**src/sv/vml_pkg.sv**
```systemverilog
// Shared types and constants for the vector magnitude limiter.
`timescale 1ns / 1ps

package vml_pkg;

	// Component width, used by the payload structs below
	localparam int COMP_W  = 16;
	// Limit register width
	localparam int LIM_W   = 15;
	localparam logic [LIM_W-1:0] LIM_RESET = LIM_W'(32767);

	// Sum of squares, square-root partial remainder, scaled product
	localparam int SUM_W   = 2 * COMP_W;
	localparam int REM_W   = COMP_W + 1;
	localparam int PROD_W  = COMP_W + LIM_W;
	localparam int LIM_PAD = COMP_W - LIM_W;

	// Input request
	typedef struct packed {
		logic signed [COMP_W-1:0] x_in;
		logic signed [COMP_W-1:0] y_in;
	} in_item_t;

	// Result request
	typedef struct packed {
		logic signed [COMP_W-1:0] x_out;
		logic signed [COMP_W-1:0] y_out;
		logic                     was_limited;
	} out_item_t;

	// Sign and magnitude of both components, carried down the pipe
	typedef struct packed {
		logic              x_neg;
		logic              y_neg;
		logic [COMP_W-1:0] x_mag;
		logic [COMP_W-1:0] y_mag;
	} side_t;

	// Square-root cell state: radicand bits still to consume, remainder, partial root
	typedef struct packed {
		logic [SUM_W-1:0]  rad;
		logic [REM_W-1:0]  rem;
		logic [COMP_W-1:0] root;
		side_t             side;
	} sqrt_t;

	// Divider cell state: shared divisor, per lane remainder and dividend/quotient shifter
	typedef struct packed {
		logic              x_neg;
		logic              y_neg;
		logic              limited;
		logic [COMP_W-1:0] divisor;
		logic [COMP_W-1:0] x_rem;
		logic [COMP_W-1:0] x_lo;
		logic [COMP_W-1:0] y_rem;
		logic [COMP_W-1:0] y_lo;
	} div_t;

endpackage

```
**src/sv/vml_sqrt_cell.sv**
```systemverilog
// One digit cell of the pipelined square root: two radicand bits in, one root bit out.
`timescale 1ns / 1ps

module vml_sqrt_cell (
	input  logic           clk,
	input  logic           en,
	input  vml_pkg::sqrt_t d,
	output vml_pkg::sqrt_t q
);
	import vml_pkg::*;

	logic [REM_W+1:0] t;
	logic [REM_W+1:0] trial;
	logic [REM_W+1:0] diff;
	logic             ge;
	sqrt_t            nxt;

	// Bring down the next bit pair and try 4*root + 1
	always_comb begin
		t        = {d.rem, d.rad[SUM_W-1 -: 2]};
		trial    = {{(REM_W-COMP_W){1'b0}}, d.root, 2'b01};
		diff     = t - trial;
		ge       = (t >= trial);
		nxt      = d;
		nxt.rad  = {d.rad[SUM_W-3:0], 2'b00};
		nxt.rem  = ge ? diff[REM_W-1:0] : t[REM_W-1:0];
		nxt.root = {d.root[COMP_W-2:0], ge};
	end

	// Cell register
	always_ff @(posedge clk) begin
		if (en) begin
			q <= nxt;
		end
	end

endmodule

```
**config.mk**
```make
export PLATFORM = sky130hd
export DESIGN_NAME = vml_sqrt_cell
export DESIGN_NICKNAME = d
export VERILOG_FILES = /design/src/sv/vml_pkg.sv /design/src/sv/vml_sqrt_cell.sv
export SDC_FILE = /design/constraint.sdc
export NUM_CORES = 1
export LEC_CHECK = 0
export ABC_AREA = 1
export ABC_CLOCK_PERIOD_IN_PS = 2810
export BUFFER_PORTS_ARGS = -buffer_cell sky130_fd_sc_hd__buf_4
export CAP_MARGIN = 40
export CORE_MARGIN = 4
export CORE_UTILIZATION = 46
export CTS_BUF_LIST = sky130_fd_sc_hd__clkbuf_2 sky130_fd_sc_hd__clkbuf_4 sky130_fd_sc_hd__clkbuf_8
export DETAILED_ROUTE_END_ITERATION = 10
export GPL_ROUTABILITY_DRIVEN = 1
export PLACE_DENSITY = 0.78
export SLEW_MARGIN = 0
export SYNTH_ARGS = -nofsm -noshare
export SYNTH_HDL_FRONTEND = slang
export SYNTH_SLANG_ARGS = --single-unit
```
**constraint.sdc**
```tcl
create_clock -name clk -period 2.81 [get_ports clk]
set_input_delay 0.4215 -clock clk [delete_from_list [all_inputs] [get_ports clk]]
set_output_delay 0.4215 -clock clk [all_outputs]
set_load 0.01 [all_outputs]
```
Word-level counts from Yosys, hierarchy flattened:

Cells that the tools add are included.
W data, S select, Z words.

* add/subtract/negate cells: 1
* multipliers: 0
* divide/modulo/power cells: 0
* magnitude comparators: 1
* eq/ne operators: 0
* shift operators: 0
* mux-type cells: 1
* bitwise logic cells: 0
* reductions and logical operators: 0

Operator list (number)
* $ge A19 B18 Y1: 1
* $mux W17: 1
* $sub A17 B17 Y17: 1

* flip-flop bits (word level): 97
* bits in latches: 0
* memory bits (writable): 0
* memory bits (read-only): 0
* input port bits: 101
* output and inout port bits: 99
* logic and storage cells: 10
* memories kept: 0

Logic depth before layout (Yosys ltp):

* depth after elaboration: 2
* mapped depth: 13
* depth with buffers taken out: 13

Worst setup path after synthesis:

OpenSTA, ideal clock, no wires.

* kind: input to register
* start point: input d[42] in the netlist's numbering
* end point: register q[54] in the netlist's numbering, data pin
* setup time: 252 ps
* data arrival time: 1667 ps
* data required time: 2558 ps
* setup slack: 891 ps
* stages on the path: 13
* path buffers: 1
* path through: inv_1 -> ha_1 -> nand2_2 -> inv_2 -> nand2_1 -> nand2_1 -> inv_2 -> nand3_4 -> nand2_8 -> nand2_8 -> buf_12 -> nand2_2 -> nand2_2

RTL lines
* from (decl): RTL line vml_sqrt_cell.sv:7 `input vml_pkg::sqrt_t d,`
* to (signal assigned): RTL line vml_sqrt_cell.sv:33 `q <= nxt;`
* to (decl): RTL line vml_sqrt_cell.sv:8 `output vml_pkg::sqrt_t q`

==> flow_summary.yaml <==
status:
  status: "finished, final reports clean"
grt:
  grt_pass1_wl_um: 17530
  grt_max_degree: 53
  first_global_vias: 3383
  antenna_found_initial: 0
  grt_remaining_overflow: 0
  grt_usage_pct: 20.21
logic_synthesis:
  synth_compound_area_share_pct: 1.846
  syn_area_per_cell_sq_um: 11.36
  synth_xor_area_share_pct: 1.370
  muxShareOfSynthArea_pct: 0
  yosysTopAreaCell: "edfxtp_1"
  synth_edf_count: 97
  synth_top_area_share_pct: 65.10
  ys_seq_elements: 97
  synth_top_family_by_area: "simple AND/OR/NAND/NOR gates"
  async_flop_share_pct: 0
  yosys.area_share.simple_pct: 19.91
  yosysWarnings: 0
  syn_area_sq_mm: 0.004474
  syn_inst: 394
  synthAdderAreaFrac_pct: 5.034
  yosysUniqueCellTypes: 25
  netlist_top_cells_area: "edfxtp_1, nand2_1, inv_1"
  synth_top_flop_cell: "edfxtp_1"
  yosysSeqAreaShare_pct: 65.10
floorplan:
  core-area_sq_mm: 0.009371
  die_h_um: 106.6
  initial_utilization_pct: 47.74
  die_area_sq_mm: 0.01137
  ioPinCount: 200
  std_cell_rows: 35
  dieWidth_um: 106.6
worst_setup_path:
  cp-start-kind: "input port"
  critPathKind: "in -> reg"
  cp-end-kind: "flip-flop"
  crit_required_ns: 2.93
  cp_max_fo: 18
  arrival_ns: 2.15
cts:
  cts-htree-levels: 3
  cts_tree: "yes"
  max-clock-path-buffers: 2
  cts_inserted_buffers: 9
  clk_pin_slew_ns: 0.10
  post_cts_buffers: 0
  hold_buffers: 0
  cts_sinks: 97
  cts_resized: 0
  cts_root_buf: "clkbuf_8"
job:
  max_cap_violations: 0
placed_design:
  gp_congestion: 0.9114
  post-dp-hpwl_um: 9262
  io_buffers: 197
routing:
  drt_first_pass_iters: 4
  viasPerCell: 4.712
  vias: 3454
  antenna_left: 0
  wirelength_um: 11800
  drcViolationCount: 0
  drtIter0Drc: 168
  wl_per_cell_um: 16.10
power:
  finalPower_mw: 3.389
  p_per_area_mw_per_mm2: 539.8
  p_leak_nw: 3.043
  peakVddDrop_mv: 0.2810
sta:
  max_slew_margin_pct: 58.96
  worst_slew_pin_slew_ns: 0.6156
  max_freq_ghz: 0.4944
  setup_tns_ns: 0
  fin_crit_sh_pct: 71.98
  rsz0062_at_grt: "false"
  setup_viol: 0
  post-route-min-period_ns: 2.023
  final_hold_viol_count: 0
  final-max-slew-violation-count: 0
layout:
  drive_above_1_share_pct: 41.06
  largestRegisters: "q x97"
  antenna_cells: 0
  area_growth_pct: 40.32
  final_nets: 718
  largest-register: "q"
  largest_reg_flops: 97
worst_hold_path:
  hold_path_class: "in -> reg"
==> synthesized netlist by cell type (2+ instances only) <==
cell type    n
nand2_1    116
edfxtp_1    97
inv_1       62
nand3_1     30
ha_1        18
nand2_2     17
a21oi_1     11
nor2_1       6
xor2_1       5
buf_4        4
inv_2        4
nor2_4       4
nand4_1      3
nor3_1       3
nand2_8      2
nor2_2       2
xnor2_1      2
==> power by group <==
group	switching (mW)	total, mW	internal [mW]	leakage [nW]
sequential	0.0392	1.78	1.75	0.949
combinational	0.390	0.744	0.354	2.00
clock	0.521	0.860	0.339	0.0957
==> logic make-up (layout without fill, tap and decap cells) <==
family                     after synthesis  after routing
DFF                                     97             97
AOI/OAI and AO/OA                       13             13
other                                    1              2
xor gates and xnor gates                 7              7
buffers and inverters                   71            280
and+or+nand+nor                        187            187
adders and majority gates               18             18
==> layout by cell type (no fill, tap or decap), drive strengths merged, types with 2 or more instances in the layout <==
cell type	n
a21oi	12
buf	198
clkbuf	9
clkinv	6
conb	2
edfxtp	97
ha	18
inv	67
nand2	135
nand3	32
nand4	3
nor2	12
nor3	3
xnor2	2
xor2	5
==> routing by layer <==
metal  up-vias  part of all wire [%]  GRT usage (%)
li1       1705                     -              -
met1      1600                    37          21.79
met2       135                    53          37.86
met3        14                   8.5          6.201
met4         0                   1.7          5.845
met5         -                     0              0
==> worst max-delay path, stage by stage <==
cell,delay [ns]
buf_4,0.08
inv_1,0.04
ha_1,0.38
nand2_2,0.12
nor2_2,0.06
nand3b_2,0.10
o21bai_4,0.07
nor2_4,0.45
nand2_8,0.23
nand2_1,0.14
nand2_1,0.06
==> stage by stage <==
step / cells / cell area [sq um] / setup WS [ns] / util [%] / hold slack, ns
3_3_place_gp: 717 / 6088 / 0.4523 / 64.97 / 0.5997
2_1_floorplan: 395 / 4478 / 0.8910 / - / 0.5204
4_1_cts: 733 / 6279 / 0.8001 / 67.00 / 0.2108
3_5_place_dp: 717 / 6088 / 0.4070 / 64.97 / 0.6008
6_report: 733 / 6279 / 0.7873 / 67.00 / 0.2250
5_1_grt: 733 / 6279 / 0.7138 / 67.00 / 0.1976
==> final cells by class <==
type / count / area [sq um]
timing repair buffer: 198 / 1499
clock inverter: 7 / 66.31
inverter: 66 / 247.7
fill: 761 / 3093
multi-input combinational: 227 / 1267
tap: 129 / 161.4
clock buffer: 9 / 123.9
sequential: 97 / 2913
==> worst paths after layout <==
kind               from               to  slack, ns  cells after the start
setup / recovery  d[37]  q[59]$_DFFE_PP_       0.79                     11
hold / removal    d[96]  q[98]$_DFFE_PP_       0.23                      1
Power figures use the tool's default switching activity.
