**config.mk**
```make
export PLATFORM = sky130hd
export DESIGN_NAME = vml_div_cell
export DESIGN_NICKNAME = d
export VERILOG_FILES = /design/src/sv/vml_pkg.sv /design/src/sv/vml_div_cell.sv
export SDC_FILE = /design/constraint.sdc
export NUM_CORES = 1
export LEC_CHECK = 0
export ABC_AREA = 1
export BUFFER_PORTS_ARGS = -buffer_cell sky130_fd_sc_hd__buf_2
export CAP_MARGIN = 20
export CORE_ASPECT_RATIO = 1.1
export CORE_MARGIN = 2
export CORE_UTILIZATION = 40
export CTS_CLUSTER_SIZE = 25
export DETAILED_ROUTE_END_ITERATION = 16
export GPL_TIMING_DRIVEN = 0
export PLACE_DENSITY = 0.65
export RECOVER_POWER = 25
export SETUP_SLACK_MARGIN = 0.02
export SYNTH_ARGS = -nofsm -noshare
export SYNTH_HDL_FRONTEND = slang
export SYNTH_SLANG_ARGS = --single-unit
```
**constraint.sdc**
```tcl
create_clock -name clk -period 4.8 [get_ports clk]
set_input_delay 0.96 -clock clk [delete_from_list [all_inputs] [get_ports clk]]
set_output_delay 0.96 -clock clk [all_outputs]
set_load 0.02 [all_outputs]
```
**src/sv/vml_pkg.sv**
```systemverilog
// Shared types and constants for the vector magnitude limiter.
`timescale 1ns / 1ps

package vml_pkg;

	// Component width, used by the payload structs below
	localparam int COMP_W  = 16;
	// Limit register width
	localparam int LIM_W   = 15;
	localparam logic [LIM_W-1:0] LIM_RESET = LIM_W'(32767);

	// Sum of squares, square-root partial remainder, scaled product
	localparam int SUM_W   = 2 * COMP_W;
	localparam int REM_W   = COMP_W + 1;
	localparam int PROD_W  = COMP_W + LIM_W;
	localparam int LIM_PAD = COMP_W - LIM_W;

	// Input request
	typedef struct packed {
		logic signed [COMP_W-1:0] x_in;
		logic signed [COMP_W-1:0] y_in;
	} in_item_t;

	// Result request
	typedef struct packed {
		logic signed [COMP_W-1:0] x_out;
		logic signed [COMP_W-1:0] y_out;
		logic                     was_limited;
	} out_item_t;

	// Sign and magnitude of both components, carried down the pipe
	typedef struct packed {
		logic              x_neg;
		logic              y_neg;
		logic [COMP_W-1:0] x_mag;
		logic [COMP_W-1:0] y_mag;
	} side_t;

	// Square-root cell state: radicand bits still to consume, remainder, partial root
	typedef struct packed {
		logic [SUM_W-1:0]  rad;
		logic [REM_W-1:0]  rem;
		logic [COMP_W-1:0] root;
		side_t             side;
	} sqrt_t;

	// Divider cell state: shared divisor, per lane remainder and dividend/quotient shifter
	typedef struct packed {
		logic              x_neg;
		logic              y_neg;
		logic              limited;
		logic [COMP_W-1:0] divisor;
		logic [COMP_W-1:0] x_rem;
		logic [COMP_W-1:0] x_lo;
		logic [COMP_W-1:0] y_rem;
		logic [COMP_W-1:0] y_lo;
	} div_t;

endpackage

```
**src/sv/vml_div_cell.sv**
```systemverilog
// One restoring-division cell: a quotient bit for each of the two component lanes.
`timescale 1ns / 1ps

module vml_div_cell (
	input  logic          clk,
	input  logic          en,
	input  vml_pkg::div_t d,
	output vml_pkg::div_t q
);
	import vml_pkg::*;

	logic [COMP_W:0] dv;
	logic [COMP_W:0] xt;
	logic [COMP_W:0] yt;
	logic [COMP_W:0] xdiff;
	logic [COMP_W:0] ydiff;
	logic            xge;
	logic            yge;
	div_t            nxt;

	// Shift in the next dividend bit, subtract the divisor where it fits
	always_comb begin
		dv       = {1'b0, d.divisor};
		xt       = {d.x_rem, d.x_lo[COMP_W-1]};
		yt       = {d.y_rem, d.y_lo[COMP_W-1]};
		xdiff    = xt - dv;
		ydiff    = yt - dv;
		xge      = (xt >= dv);
		yge      = (yt >= dv);
		nxt      = d;
		nxt.x_rem = xge ? xdiff[COMP_W-1:0] : xt[COMP_W-1:0];
		nxt.y_rem = yge ? ydiff[COMP_W-1:0] : yt[COMP_W-1:0];
		nxt.x_lo  = {d.x_lo[COMP_W-2:0], xge};
		nxt.y_lo  = {d.y_lo[COMP_W-2:0], yge};
	end

	// Cell register
	always_ff @(posedge clk) begin
		if (en) begin
			q <= nxt;
		end
	end

endmodule

```
==> Word-level counts from Yosys, hierarchy flattened <==
Cells that the tools add are included.
{ "classes": {"addsub": 2, "magnitude_cmp": 2, "muxes": 2} }
{ "ops": {"columns": ["op", "n"], "rows": [
  ["17-bit by 16-bit greater-or-equal comparator with 1-bit output", 2],
  ["16-bit two-way mux", 2],
  ["16-bit subtractor", 2]
]} }
{ "totals": {"output_inout_bits": 83, "in_bits": 85, "register_bits": 83, "word_cells": 14} }

==> Depth between registers and ports, before layout <==
Gate-level depths: netlist of run 1.
{ "depth": {"depth_word": 2, "depth_mapped": 14, "mapped_depth_nobuf": 13} }

==> Worst setup path after synthesis of run 1 <==
Ideal clock, no wire load.
{ "synth_timing": {"path_kind": "input -> register", "from": "in d[76] (netlist name)", "to": "reg q[21] (netlist name) (data pin)", "setup_time_ns": 0.252, "n_path_buf": 1, "path_slack_ns": 2.319, "required_ns": 4.548, "arrival_ns": 2.229, "path_stages": 12, "path_cell_list": "inv_1 -> ha_1 -> nand2_1 -> inv_1 -> nand2_1 -> nand2_1 -> and2_1 -> nor2_4 -> nand2_4 -> buf_8 -> nand2_1 -> nand2_1"} }
{ "synth_rtl": {"columns": ["item", "line_no", "rtl"], "rows": [
  ["start: declaration", "vml_div_cell.sv:7", "input vml_pkg::div_t d,"],
  ["end signal: assignment", "vml_div_cell.sv:40", "q <= nxt;"],
  ["end: declaration", "vml_div_cell.sv:8", "output vml_pkg::div_t q"]
]} }

==> results of run 1 <==
cell usage after synthesis:
library cell and instances:
a21oi_1 18, nand2_4 2, buf_8 2, buf_4 2, nand3_4 2, buf_2 3
xor2_1 10, nand3b_1 2, and2_1 5, o21a_1 2, nor2_4 2, inv_1 112
nand3_1 55, edfxtp_1 83, nand3_2 3, nor2_2 6, nor3_2 1, o21bai_1 2
nand2_2 3, nor3_1 3, fa_1 2, ha_1 32, nand2_1 247, nand4_1 9
nor2_1 16, a21boi_2 1, xnor2_1 2, inv_2 2
power groups by stage:
stage / Combinational, W / Clock (W) / Sequential [W]
floorplan: 0.000271 / 0 / 0.00103
global placement: 0.000564 / 0 / 0.000925
detailed placement: 0.000573 / 0 / 0.000925
CTS: 0.000576 / 0.000761 / 0.000911
global route: 0.000641 / 0.000786 / 0.000917
finish: 0.000570 / 0.000740 / 0.000910
metal layers:
metal	up-vias	wire, µm
met5	-	0
met4	0	119
met3	6	1012
met2	165	6526
met1	1987	6076
li1	2371	-
cells in the final DEF (no fill, tap or decap), types with 3 or more instances in the layout:
master / Yosys / final
nand2_1: 247 / 247
buf_2: 3 / 161
inv_1: 112 / 112
edfxtp_1: 83 / 83
nand3_1: 55 / 55
ha_1: 32 / 32
a21oi_1: 18 / 18
nor2_1: 16 / 16
xor2_1: 10 / 10
clkbuf_1: 0 / 10
nand4_1: 9 / 9
clkbuf_16: 0 / 9
nor2_2: 6 / 6
and2_1: 5 / 5
nand2_2: 3 / 3
nor3_1: 3 / 3
nand3_2: 3 / 3
logic make-up after synthesis:
logic type               count (synthesis)
flip-flops                              83
AND/OR/NAND/NOR                        356
buffers and inverters                  121
XOR/XNOR                                12
adder cells (fa/ha/maj)                 34
AO/OA/AOI/OAI                           23
area by class of cell:
class                      instances  area [µm²]
clock inverter                     6       88.84
multi-input combinational        425        2233
buffer                             7       60.06
timing repair buffer             168       852.1
tap                              157       196.4
clock buffer                      10       229.0
sequential                        83        2492
inverter                         114       427.9
fill                            1188        6063
through the flow:
stage	instance area, µm²	worst slack (ns)	instances	total power [W]	utilization, %
after floorplan	5214	2.319	629	0.001298	-
after global routing	6580	1.946	970	0.002344	52.04
after global placement	6246	1.906	953	0.001489	49.40
after CTS	6594	2.251	970	0.002249	52.15
final	6580	2.137	970	0.002219	52.04
after detailed placement	6276	1.879	954	0.001499	49.64
worst max-delay path by stage:
stage / to / slack (ns) / depth (start not counted)
finish: q[57] / 2.14 / 11
global route: q[56] / 1.95 / 11
CTS: q[56] / 2.25 / 14
detailed placement: q[56] / 1.88 / 14
global placement: q[56] / 1.91 / 14
floorplan: q[21] / 2.32 / 12
==> results.yml, run 1 <==
synth:
  synth-xor-area-share_pct: 2.016
  synth-compound-area-share_pct: 2.520
  yosysSeqAreaShare_pct: 47.80
  synth_area_mm2: 0.005214
  synthSimpleGateAreaFrac_pct: 29.85
  synthAdderAreaFrac_pct: 8.447
  synth_top_family_by_area: "simple AND/OR/NAND/NOR gates"
  yosysTopAreaCell: "edfxtp_1"
  synth.avg_cell_area_um2: 8.289
  synth_top_area_share_pct: 47.80
  yosysWarnings: 0
  synthCells: 629
  yosysUniqueCellTypes: 28
  synth.net_count: 748
  synth_seq_cells: 83
  synth_area_leaders: "edfxtp_1 48%, nand2_1 18%, inv_1 8.1%"
  synth_mux_area_share_pct: 0
finish:
  layout-drive-gt1-share_pct: 24.85
  diodes: 0
  largest_reg_flops: 83
  fin_nets: 927
  syn_to_final_growth_pct: 26.21
  reg.largest.list: "q (83)"
  regMostFlops: "q"
placement:
  port_buffers: 167
  place_congestion: 0.9041
  hpwlAfterDp_um: 11140
clocking:
  clk_path_buf_depth: 2
  cts_setup_buffers: 0
  cts_buffers: 9
  clkTransAtPathRegs_ns: 0.06
  htree_levels: 3
  cts_tree: "yes"
  cts_hold_buf: 0
  cts_resized: 0
  root_buffer: "clkbuf_16"
  clock-sinks: 83
global_routing:
  use_met3_pct: 3.942
  use_met1_pct: 25.72
  grt_max_degree: 64
  globalRouteMet2Util_pct: 34.54
  grt-busiest-layer: "met2"
  grt_pass1_vias: 4387
  overflow: 0
  grt_antenna_before_repair: 0
  grt_pass1_wl_um: 21690
  track_usage_pct: 20.22
outcome:
  outcome: "finished clean"
min_path:
  hp-start: "d[81]"
  hp-class: "in2reg"
  hold_path_depth: 1
  holdPathEnd: "q[81]"
worst_setup_path:
  start_kind: "primary input"
  end_kind: "register"
  critPathTopFamily: "simple AND/OR/NAND/NOR gates"
  critPathMaxStageDelay_ns: 0.34
  required_ns: 4.89
  arrival_ns: 2.75
  crit_type: "in2reg"
  path_cells: "clkbuf_1 > inv_1 > ha_1 > nand2_1 > nor2_1 > nand3_1 > nand3_2 > nand3_4 > buf_2 > nand3_1 > nand2_1"
  slowest_stage: "ha_1"
  crit_start: "d[65]"
  critPathBufInv: 3
  critPathMaxFanout: 10
route:
  drtIter0Drc: 338
  vias: 4529
  drc: 0
  routed_wirelength_um: 13740
  drt_first_pass_iters: 4
  antenna_left: 0
  routedWlPerCell_um: 14.16
  routed_via_density: 4.669
pwr:
  power_frac_clock_pct: 33.3
  leakagePower_nw: 3.502
  combPwrFrac_pct: 25.7
  swShare_pct: 30.41
  pwr-share-seq_pct: 41.0
  switchingPower_w: 0.0006749
  intPower_w: 0.001544
  ir_worst_vdd_v: 0.0002393
  power_density_mw_per_mm2: 337.3
timing:
  hold_viol_final: 0
  timing.setup.tns_ns: 0
  fmax_mhz: 375.5
  timing.hold.ws_ns: 0.7967
  slew_headroom_pct: 8.601
  period_minus_slack_ns: 2.663
  rsz0062_at_grt: "false"
  slew_viol_final: 0
  timing.final.crit_share_pct: 55.48
  setup_violations: 0
  tightest_slew_ns: 1.371
floorplan:
  die-height_um: 123.7
  die-area_mm2: 0.01396
  rows: 43
  core_area_mm2: 0.01264
  start_util_pct: 41.24
  io_pins: 168
  die_x_um: 112.9
job:
  drv_cap: 0
(Power assumes the default switching activity.)
==> run 2: changes to the inputs <==
--- a/config.mk
+++ b/config.mk
@@ -14,7 +14,7 @@
 export CTS_CLUSTER_SIZE = 25
 export DETAILED_ROUTE_END_ITERATION = 16
 export GPL_TIMING_DRIVEN = 0
-export PLACE_DENSITY = 0.65
+export PLACE_DENSITY = 0.68
 export RECOVER_POWER = 25
 export SETUP_SLACK_MARGIN = 0.02
 export SYNTH_ARGS = -nofsm -noshare
==> constraint.sdc (replaced) <==
create_clock -name clk -period 2.14 [get_ports clk]
set_input_delay 0.428 -clock clk [delete_from_list [all_inputs] [get_ports clk]]
set_output_delay 0.428 -clock clk [all_outputs]
set_load 0.02 [all_outputs]
==> results.yml, run 2 (synthesis results as in run 1) <==
outcome:
  outcome: "finished clean"
route:
  antenna_left: 0
  drtIter0Drc: 236
  routed_wirelength_um: 13180
  routedWlPerCell_um: 13.51
  drc: 0
  drt_first_pass_iters: 5
  vias: 4525
  routed_via_density: 4.641
worst_setup_path:
  start_kind: "primary input"
  slowest_stage: "ha_1"
  cpMostUsedCell: "nand2_1"
  crit_type: "in2reg"
  critPathMaxFanout: 10
  critPathMaxStageDelay_ns: 0.36
  path_cells: "clkbuf_1 > inv_1 > ha_1 > a21oi_1 > o21a_1 > nand2_1 > nor2_4 > nand2_4 > buf_8 > nand2_1 > nand2_1"
  critPathBufInv: 3
  critPathTopFamily: "simple AND/OR/NAND/NOR gates"
  required_ns: 2.24
  arrival_ns: 2.12
  end_kind: "register"
clocking:
  clkTransAtPathRegs_ns: 0.06
  clk_path_buf_depth: 2
  clock-sinks: 83
  htree_levels: 3
  root_buffer: "clkbuf_16"
  cts_tree: "yes"
  cts_buffers: 9
  cts_hold_buf: 0
floorplan:
  die-area_mm2: 0.01396
  io_pins: 168
  start_util_pct: 41.24
  die_x_um: 112.9
  die-height_um: 123.7
  core_area_mm2: 0.01264
  rows: 43
pwr:
  p_total_w: 0.005007
  ir_worst_vdd_v: 0.0007392
  switchingPower_w: 0.001525
  leakagePower_nw: 3.538
  power_frac_clock_pct: 33.3
  intPower_w: 0.003482
  swShare_pct: 30.45
  pwr-share-seq_pct: 40.7
  combPwrFrac_pct: 26.0
  power_density_mw_per_mm2: 749.5
global_routing:
  grt_antenna_before_repair: 0
  grt_pass1_wl_um: 20070
  track_usage_pct: 18.92
  overflow: 0
  grt_pass1_vias: 4100
  grt_max_degree: 66
finish:
  post-route-cell-area_mm2: 0.006680
  fin_nets: 933
  syn_to_final_growth_pct: 28.13
  regMostFlops: "q"
  diodes: 0
  layout-drive-gt1-share_pct: 26.65
  final_common_cell: "nand2_1"
  final_cell_mix: "247 x nand2_1, 162 x buf_2, 111 x inv_1, 83 x edfxtp_1, 55 x nand3_1"
  largest_reg_flops: 83
  reg.largest.list: "q (83)"
timing:
  setup_violations: 0
  period_minus_slack_ns: 2.019
  fmax_mhz: 495.3
  tightest_slew_ns: 1.247
  timing.hold.ws_ns: 0.2568
  timing.setup.tns_ns: 0
  hold_viol_final: 0
  slew_viol_final: 0
  slew_headroom_pct: 16.89
  timing.final.crit_share_pct: 94.34
  setup_slack_ns: 0.1212
  rsz0062_at_grt: "true"
job:
  drv_cap: 0
placement:
  place_congestion: 0.8705
  hpwlAfterDp_um: 10530
  port_buffers: 167
  post-place-ws_ns: -0.2655
  place_area_mm2: 0.006276
min_path:
  hp-class: "in2reg"
## run 2: timing repair
action | 4_1_cts | 5_1_grt
setup buffers | 0 | 6
endpoints found under the setup margin | 0 | 14
resized for setup | 0 | 9
endpoints found under the hold margin | 0 | 0
## run 2: power by group through the flow
stage	Sequential (W)	Combinational, W	Clock (W)
floorplan	0.00230	0.000607	0
global placement	0.00207	0.00126	0
detailed placement	0.00207	0.00128	0
CTS	0.00204	0.00128	0.00171
global route	0.00205	0.00146	0.00177
finish	0.00204	0.00130	0.00167
## run 2: final timing paths
check,start,to,slack [ns],depth (start not counted)
max,d[78],q[27],0.12,11
min,d[35],q[36],0.26,1
## run 2: metrics by stage
step	cells	utilization (%)
after global routing	975	52.84
after global placement	953	49.40
final	975	52.84
after CTS	969	52.11
after floorplan	629	-
after detailed placement	954	49.64
## run 2: area by class of cell
cell class | count | area, µm²
plain buffers | 7 | 62.56
clock buffers | 9 | 225.2
clock inverters | 6 | 87.58
fillers | 1223 | 5963
inverters | 114 | 427.9
multi-input cells | 425 | 2288
flip-flops and latches | 83 | 2492
well taps | 157 | 196.4
repair buffers | 174 | 899.6
## run 2: layer usage
layer | wire length, µm | vias up | GRT usage, %
met5 | 0 | - | 0
met4 | 190 | 0 | 7.317
met3 | 932 | 12 | 4.136
met2 | 6116 | 146 | 32.52
met1 | 5938 | 1986 | 23.40
li1 | - | 2381 | -
